`config.mk`:
```
export PLATFORM = sky130hd
export DESIGN_NAME = ksa_ram
export DESIGN_NICKNAME = d
export VERILOG_FILES = /design/src/sv/ksa_ram.sv
export SDC_FILE = /design/constraint.sdc
export NUM_CORES = 1
export LEC_CHECK = 0
export ABC_AREA = 1
export BUFFER_PORTS_ARGS = -buffer_cell sky130_fd_sc_hd__buf_2
export CAP_MARGIN = 20
export CORE_AREA = 2 2 234 236
export CTS_CLUSTER_DIAMETER = 100
export DETAILED_ROUTE_END_ITERATION = 10
export DIE_AREA = 0 0 236 238
export SYNTH_ARGS = -nofsm -noshare
export SYNTH_HDL_FRONTEND = slang
export SYNTH_SLANG_ARGS = --single-unit
```
`constraint.sdc`:
```
create_clock -name clk -period 5.1 [get_ports clk]
set_clock_uncertainty 0.2 [all_clocks]
set_input_delay 0.765 -clock clk [delete_from_list [all_inputs] [get_ports clk]]
set_output_delay 0.765 -clock clk [all_outputs]
set_load 0.03 [all_outputs]
```
`src/sv/ksa_ram.sv`:
```
// ----------------------------------------------------------------------------
// ksa_ram: generic simple dual-port RAM.
// One write port and one read port; the read data is registered.
// ----------------------------------------------------------------------------
`default_nettype none

module ksa_ram #(
  parameter int WIDTH = 8,
  parameter int DEPTH = 64
) (
  input  wire                       clk,
  input  wire                       we,
  input  wire [$clog2(DEPTH)-1:0]   waddr,
  input  wire [WIDTH-1:0]           wdata,
  input  wire [$clog2(DEPTH)-1:0]   raddr,
  output logic [WIDTH-1:0]          rdata
);

  logic [WIDTH-1:0] mem [DEPTH];

  always_ff @(posedge clk) begin
    if (we) begin
      mem[waddr] <= wdata;
    end
    rdata <= mem[raddr];
  end

endmodule

`default_nettype wire

```
==> impl_results.md, run 1 <==
* Hold Vio Cnt, Final at 0
* Initial Utilization at 39.9%
* Largest area contributor in the synthesized netlist: edfxtp_1
* Peak VDD IR at 0.000277 V
* Yosys cell types at 16
* Die Ht at 238 um
* H-tree Lvls at 2
* Die X at 236 um
* DR iter-0 viols at 1,695
* Final setup fails at 0
* Synthesized flop and latch total at 520
* Synth top area cells: edfxtp_1, nand2_1, nand3_1
* Max Cap Viol at 0
* Worst Path Max Fanout at 75
* Max Slew Vio Count at 0
* Pwr Density at 385 nW/um^2
* Drt wl/cell at 21.2 um
* Reg2reg end: rdata[5]$_DFF_P_
* Die Area at 56,200 sq um
* CP delay by family, top: buffers and inverters
* Setup TNS at 0 ns
* Clk sink count at 520
* Worst setup SP type: primary input
* Vias in the first global route at 13.0k
* Min Tclk post-route at 3.04 ns
* Yosys top cell area share at 72.0%
* CP bufs+invs at 3
* Port bufs at 29
* R2R Setup Slk at 3.38 ns
* TritonCTS clock tree: built
* Synthesized instance count at 1,805
* HP Class: primary input to register
* Max Root-Sink Buffers at 3
* RSZ-0062 raised after global routing: false
* Final GP Congestion at 0.821
* Reg2Reg Depth at 8
* Rel. slew slack at 34.1%
* Skew-Pair Late Insertion Delay at 0.60 ns
* DRT Pass-1 Iters at 6
* Net count after synthesis at 1,827
* Initial antenna violation count at 2
* Crit share post-route at 59.6%
* Capturing element type of the critical path: register
* Total CTS buffers at 51
* Post-Route WL at 53,700 um
* Hold Slack at 0.376 ns
* Post_cts resized at 0
* Setup Buffers After CTS at 0
* Layout cell share with drive strength beyond 1 at 7.02%
* Clk root buf: clkbuf_16
* Yosys warning total at 0
* Worst-path cell chain: buf_6 > inv_6 > buf_4 > nand2_1 > nand3_1 > nand3_1 > nand2_1 > nand2_1 > nand3_1 > nand3_1 > nand2_1
* Reg-to-Reg Start: mem[23][5]$_DFFE_PP_
* Row count at 85
* P&R area growth vs syn at 9.84%
* Largest net degree at the start of global routing at 101
* Status: finished, final reports clean
* CP peak stage delay at 0.67 ns
* Hold path startpoint: raddr[5]
* Grt ovf at 0
* Leak at 0.00831 uW
* Clock-pin slew on the worst setup and hold paths at 0.06 ns
* Final core occ at 43.8%
* Slowest-stage cell, CP: buf_4
* CP required at 5.43 ns
* Core region area at 53,500 sq um
* Area of placed instances at 21,800 sq um
* Sequential fraction of the synthesis area at 72.8%
* Total Routing Usage GR at 19.2%
* IO Count at 30
* # DRC at 0
* Vias at 13.8k
* Hold Path Depth at 3
* Hold buffers post-CTS at 0
* Post-Syn Area per Cell at 11.8 sq um
* Post-Syn Area at 21,300 sq um
* Endpoint, Worst Hold: rdata[7]$_DFF_P_
* Fmax at 0.329 GHz
* Filler instances at 4,901
* HPWL Detailed at 29,700 um
* Remaining antenna violation count at 0
* Vias per inst at 5.43
* First-pass GRT wire length at 81,900 um
* Critical path class: primary input to register
* Fin area at 23,400 sq um
* Slew @ Worst Pin at 0.989 ns
* Worst Path Arrival at 3.36 ns
* Layout net count at 1,825
-- area by class of cell --
cell class              count  area, sq um  area share (%)
clock buffers              68         1400            5.98
repair buffers             58          404            1.72
clock inverters            20          221           0.945
multi-input cells        1160         4950            21.1
inverters                  12         55.1           0.235
well taps                 696          871            3.72
flip-flops and latches    520        15500            66.3
diodes                      2         5.00          0.0214
-- cell usage after synthesis --
| cell type | count |
|---|---|
| nor4_1 | 8 |
| edfxtp_1 | 512 |
| clkbuf_1 | 15 |
| buf_1 | 10 |
| inv_6 | 1 |
| buf_4 | 14 |
| nand4_1 | 9 |
| buf_2 | 37 |
| buf_8 | 2 |
| inv_2 | 1 |
| nand3_1 | 439 |
| buf_6 | 35 |
| nand2_1 | 648 |
| nor2_1 | 56 |
| dfxtp_1 | 8 |
| inv_1 | 10 |
-- per-stage QoR --
step,worst slack (ns),cells,power (uW)
floorplan,2.37,1805,5180
finish,2.06,2536,9030
global route,1.90,2535,9300
global placement,1.52,2445,5380
detailed placement,1.48,2446,5390
CTS,2.10,2534,9080
-- registers in the layout, summed over array words and instances (netlist names) --
register,count
rdata,8
mem,512
-- power by group --
group	total [uW]	internal, uW	switching [uW]	leakage (uW)
logic	550	128	422	0.00285
clock network	3730	2170	1560	0.000788
registers	4750	4730	15.2	0.00467
total	9030	7030	2000	0.00831
-- cells by family after synthesis --
logic type	Yosys count	share of synthesized area (%)
buffers and inverters	125	4.02
AND/OR/NAND/NOR	1160	23.2
flip-flops	520	72.8
-- tightest hold or removal path: stages --
cell	delay, ns
buf_2	0.19
nand3_1	0.11
nand2_1	0.04
-- worst max path at each step --
stage	slack, ns	end	start	depth (start not counted)
finish	2.06	rdata[5]$_DFF_P_	raddr[0]	11
global route	1.90	rdata[2]$_DFF_P_	raddr[0]	11
CTS	2.10	rdata[4]$_DFF_P_	raddr[0]	11
detailed placement	1.48	rdata[2]$_DFF_P_	raddr[0]	11
global placement	1.52	rdata[2]$_DFF_P_	raddr[0]	11
floorplan	2.37	mem[48][0]$_DFFE_PP_	we	3
-- layout by cell type, fill, tap and decap left out --
cell	instances
inv_2	1
clkinv_1	7
buf_16	1
clkbuf_8	2
buf_6	1
buf_2	27
edfxtp_1	512
clkinvlp_4	2
clkbuf_1	13
buf_12	1
nand2_1	648
clkinv_2	6
nor4_1	8
inv_1	9
nand3_1	439
nor2_1	56
diode_2	2
nand4_1	9
bufinv_16	5
buf_4	28
inv_6	2
clkbuf_16	53
dfxtp_1	8
-- metal layers --
metal / GRT usage (%) / up-vias / part of all wire (%)
met5: 0 / - / 0.020
met1: 27.7 / 6813 / 44
met3: 3.40 / 83 / 7.3
met2: 30.1 / 523 / 46
met4: 5.00 / 2 / 2.0
li1: - / 6343 / -
Power figures use the tool's default switching activity.
==> inputs of run 2 (changes only) <==
Settings changed: ABC_AREA 1 to 0, CORE_AREA 2 2 234 236 to 2 2 228 230, DIE_AREA 0 0 236 238 to 0 0 230 232.
Clock period 5.1 ns to 3.2 ns, I/O delays scaled along.
==> run 2 against run 1 <==
  * Total power grew 58%
  * Final cell count shrank 29%
  * First-iteration DRC count shrank 45%
  * Utilization grew 2.4 points
  * Critical path type unchanged
==> impl_results.md, run 2 <==
* P&R area growth vs syn at 16.6%
* Sequential fraction of the synthesis area at 77.0% (+4.2 points)
* First-pass GRT wire length at 67,000 um (-18%)
* Grt ovf at 0 (unchanged)
* Post-Route WL at 45,000 um (-16%)
* Synth top area cells: edfxtp_1, mux4_2, nor2_1
* DR iter-0 viols at 933 (-45%)
* Net count after synthesis at 962 (-47%)
* Initial antenna violation count at 3 (+1)
* Async SR Flop Fraction at 0% (unchanged)
* Max Cap Viol at 0 (unchanged)
* Synthesized instance count at 940 (-48%)
* Biggest regs: mem (512), rdata (8)
* Clk sink count at 520 (unchanged)
* Reg with most FFs: mem
* HP Class: primary input to register
* Final setup fails at 0 (unchanged)
* R2R Setup Slk at 0.77 ns (-2.61 ns)
* Non-filler cells, final at 1,808 (-29%)
* ANT cells at 0 (-2)
* Total CTS buffers at 50 (-2.0%)
* Max reg flops at 512 (unchanged)
* Reg2reg end: rdata[6]$_DFF_P_
* Skew-Pair Late Insertion Delay at 0.60 ns (about the same)
* Post-Syn Area per Cell at 21.5 sq um (+81%)
* Hold path startpoint: wdata[3]
* Vias at 9,757 (-29%)
* Core region area at 50,900 sq um (-4.9%)
* TritonCTS clock tree: built
* Hold buffers post-CTS at 0 (unchanged)
* Rel. slew slack at 48.3% (+14 points)
* Worst Path Max Fanout at 25 (-67%)
* Final GP Congestion at 0.782 (-4.7%)
* Clock-pin slew on the worst setup and hold paths at 0.06 ns (about the same)
* Peak VDD IR at 0.000465 V (+68%)
* Layout cell share with drive strength beyond 1 at 32.2% (+25 points)
* HPWL Detailed at 29,800 um (about the same)
* Yosys top cell area share at 76.2% (+4.2 points)
* Setup TNS at 0 ns (unchanged)
* Post-Syn Area at 20,200 sq um (-5.5%)
* Post-synth EDFFs at 512 (unchanged)
* # DRC at 0 (unchanged)
* Vias in the first global route at 10.0k (-23%)
* Worst setup SP type: primary input
* Crit share post-route at 79.1%
* Largest net degree at the start of global routing at 41 (-59%)
* Capturing element type of the critical path: register
* Min Tclk post-route at 2.53 ns
* DRT Pass-1 Iters at 5 (-1)
* Fmax at 0.395 GHz
* Status: finished, final reports clean
* Remaining antenna violation count at 0 (unchanged)
* Yosys cell types at 40 (+24)
* Row count at 83 (-2.4%)
* H-tree Lvls at 2 (unchanged)
* Max Root-Sink Buffers at 3 (unchanged)
* IO Count at 30 (unchanged)
* Post_cts resized at 0 (unchanged)
* Most used cells in the layout excluding fill and tap cells: edfxtp_1, mux4_2, buf_4
* Filler instances at 4,261 (-13%)
* Leak at 0.00754 uW (-9.2%)
* Most common cell after layout, fill and taps aside: edfxtp_1
* Primary FF master, synth: edfxtp_1
* Most common cell in the netlist: edfxtp_1
* Endpoint, Worst Hold: mem[50][3]$_DFFE_PP_
* Reg2Reg Depth at 5 (-3)
* Critical path class: primary input to register
* RSZ-0062 raised after global routing: false
* Yosys warning total at 0 (unchanged)
* CP required at 3.46 ns (-1.97 ns)
* Reg-to-Reg Start: mem[20][6]$_DFFE_PP_
* Vias per inst at 5.40 (-0.57%)
* Pwr Density at 606 nW/um^2 (+57%)
* Clk root buf: clkbuf_16
* Hold Path Depth at 1 (-2)
* Layout net count at 1,108 (-39%)
* Synthesized flop and latch total at 520 (unchanged)
* Die X at 230 um (-2.5%)
* Die Ht at 232 um (-2.5%)
* Worst Path Arrival at 2.79 ns (-0.57 ns)
* Die Area at 53,400 sq um (-5.0%)
* Setup Buffers After CTS at 0 (unchanged)
* Port bufs at 29 (unchanged)
* Drt wl/cell at 24.9 um (+18%)
* Max Slew Vio Count at 0 (unchanged)
* Total Routing Usage GR at 17.3% (-1.8 points)
* Largest area contributor in the synthesized netlist: edfxtp_1
* Hold Vio Cnt, Final at 0 (unchanged)
* Slew @ Worst Pin at 0.775 ns (-0.214 ns)
* Initial Utilization at 39.6% (-0.26 points)
* DP Cell Count at 1,714 (-30%)
* Post-synth top cells: edfxtp_1, mux4_2, nor2_1
-- run 2: cell types whose count changed after synthesis, moves of 10 or more --
| cell | delta |
|---|---|
| mux2_2 | +13 |
| buf_2 | -26 |
| inv_1 | -10 |
| mux4_2 | +126 |
| buf_6 | -31 |
| mux2i_1 | +23 |
| nor2b_1 | +14 |
| nand2_1 | -629 |
| nor2_1 | +27 |
| nand3_1 | -426 |
-- run 2: kinds of logic after synthesis --
group / synth area share [%]
flops: 77.0
mux: 15.9
simple gates: 3.39
compound gates: 2.07
buf+inv: 1.57
-- run 2: how the worst max path moves through the flow --
| stage | start | endpoint |
|---|---|---|
| after floorplan | raddr[1] | rdata[3]$_DFF_P_ |
| after global placement | raddr[1] | rdata[1]$_DFF_P_ |
| after detailed placement | raddr[1] | rdata[2]$_DFF_P_ |
| after CTS | raddr[1] | rdata[1]$_DFF_P_ |
| after global routing | raddr[1] | rdata[2]$_DFF_P_ |
| final | raddr[1] | rdata[2]$_DFF_P_ |
-- run 2: worst max-delay path, stage by stage --
cell and delay (ns):
buf_4 0.39, buf_12 0.24, mux4_2 0.51, mux2_2 0.28, a221oi_1 0.70, o2bb2ai_1 0.15
-- run 2: area by class of cell --
class	instances	area, sq um	share of cell area, %
multi-input combinational	369	4320	18.3
clock buffer	64	1350	5.76
tap	680	851	3.62
timing repair buffer	145	1150	4.91
sequential	520	15500	66.0
clock inverter	30	313	1.33
-- run 2: routing by layer --
layer	share of wire, %	vias to the layer above	global-route usage [%]
li1	-	4225	-
met1	43	5171	23.8
met2	48	281	28.0
met3	6.1	76	3.65
met4	2.8	4	5.32
met5	0.064	-	0
-- run 2: power by group --
group / total (uW) / internal [uW] / switching [uW]
clock: 5940 / 3480 / 2460
combinational: 751 / 298 / 453
sequential: 7560 / 7540 / 27.1
total: 14300 / 11300 / 2940
-- run 2: per-stage QoR --
stage / hold WS, ns / power, uW / setup slack (ns) / area [sq um] / utilization [%]
after detailed placement: 0.655 / 8470 / 0.0700 / 21900 / 43.0
after global routing: 0.0936 / 14700 / 0.619 / 23500 / 46.2
after CTS: 0.0861 / 14400 / 0.700 / 23500 / 46.2
after global placement: 0.646 / 8460 / 0.0766 / 21900 / 43.0
final: 0.0921 / 14300 / 0.667 / 23500 / 46.2
after floorplan: 0.379 / 8120 / 0.852 / 20200 / -
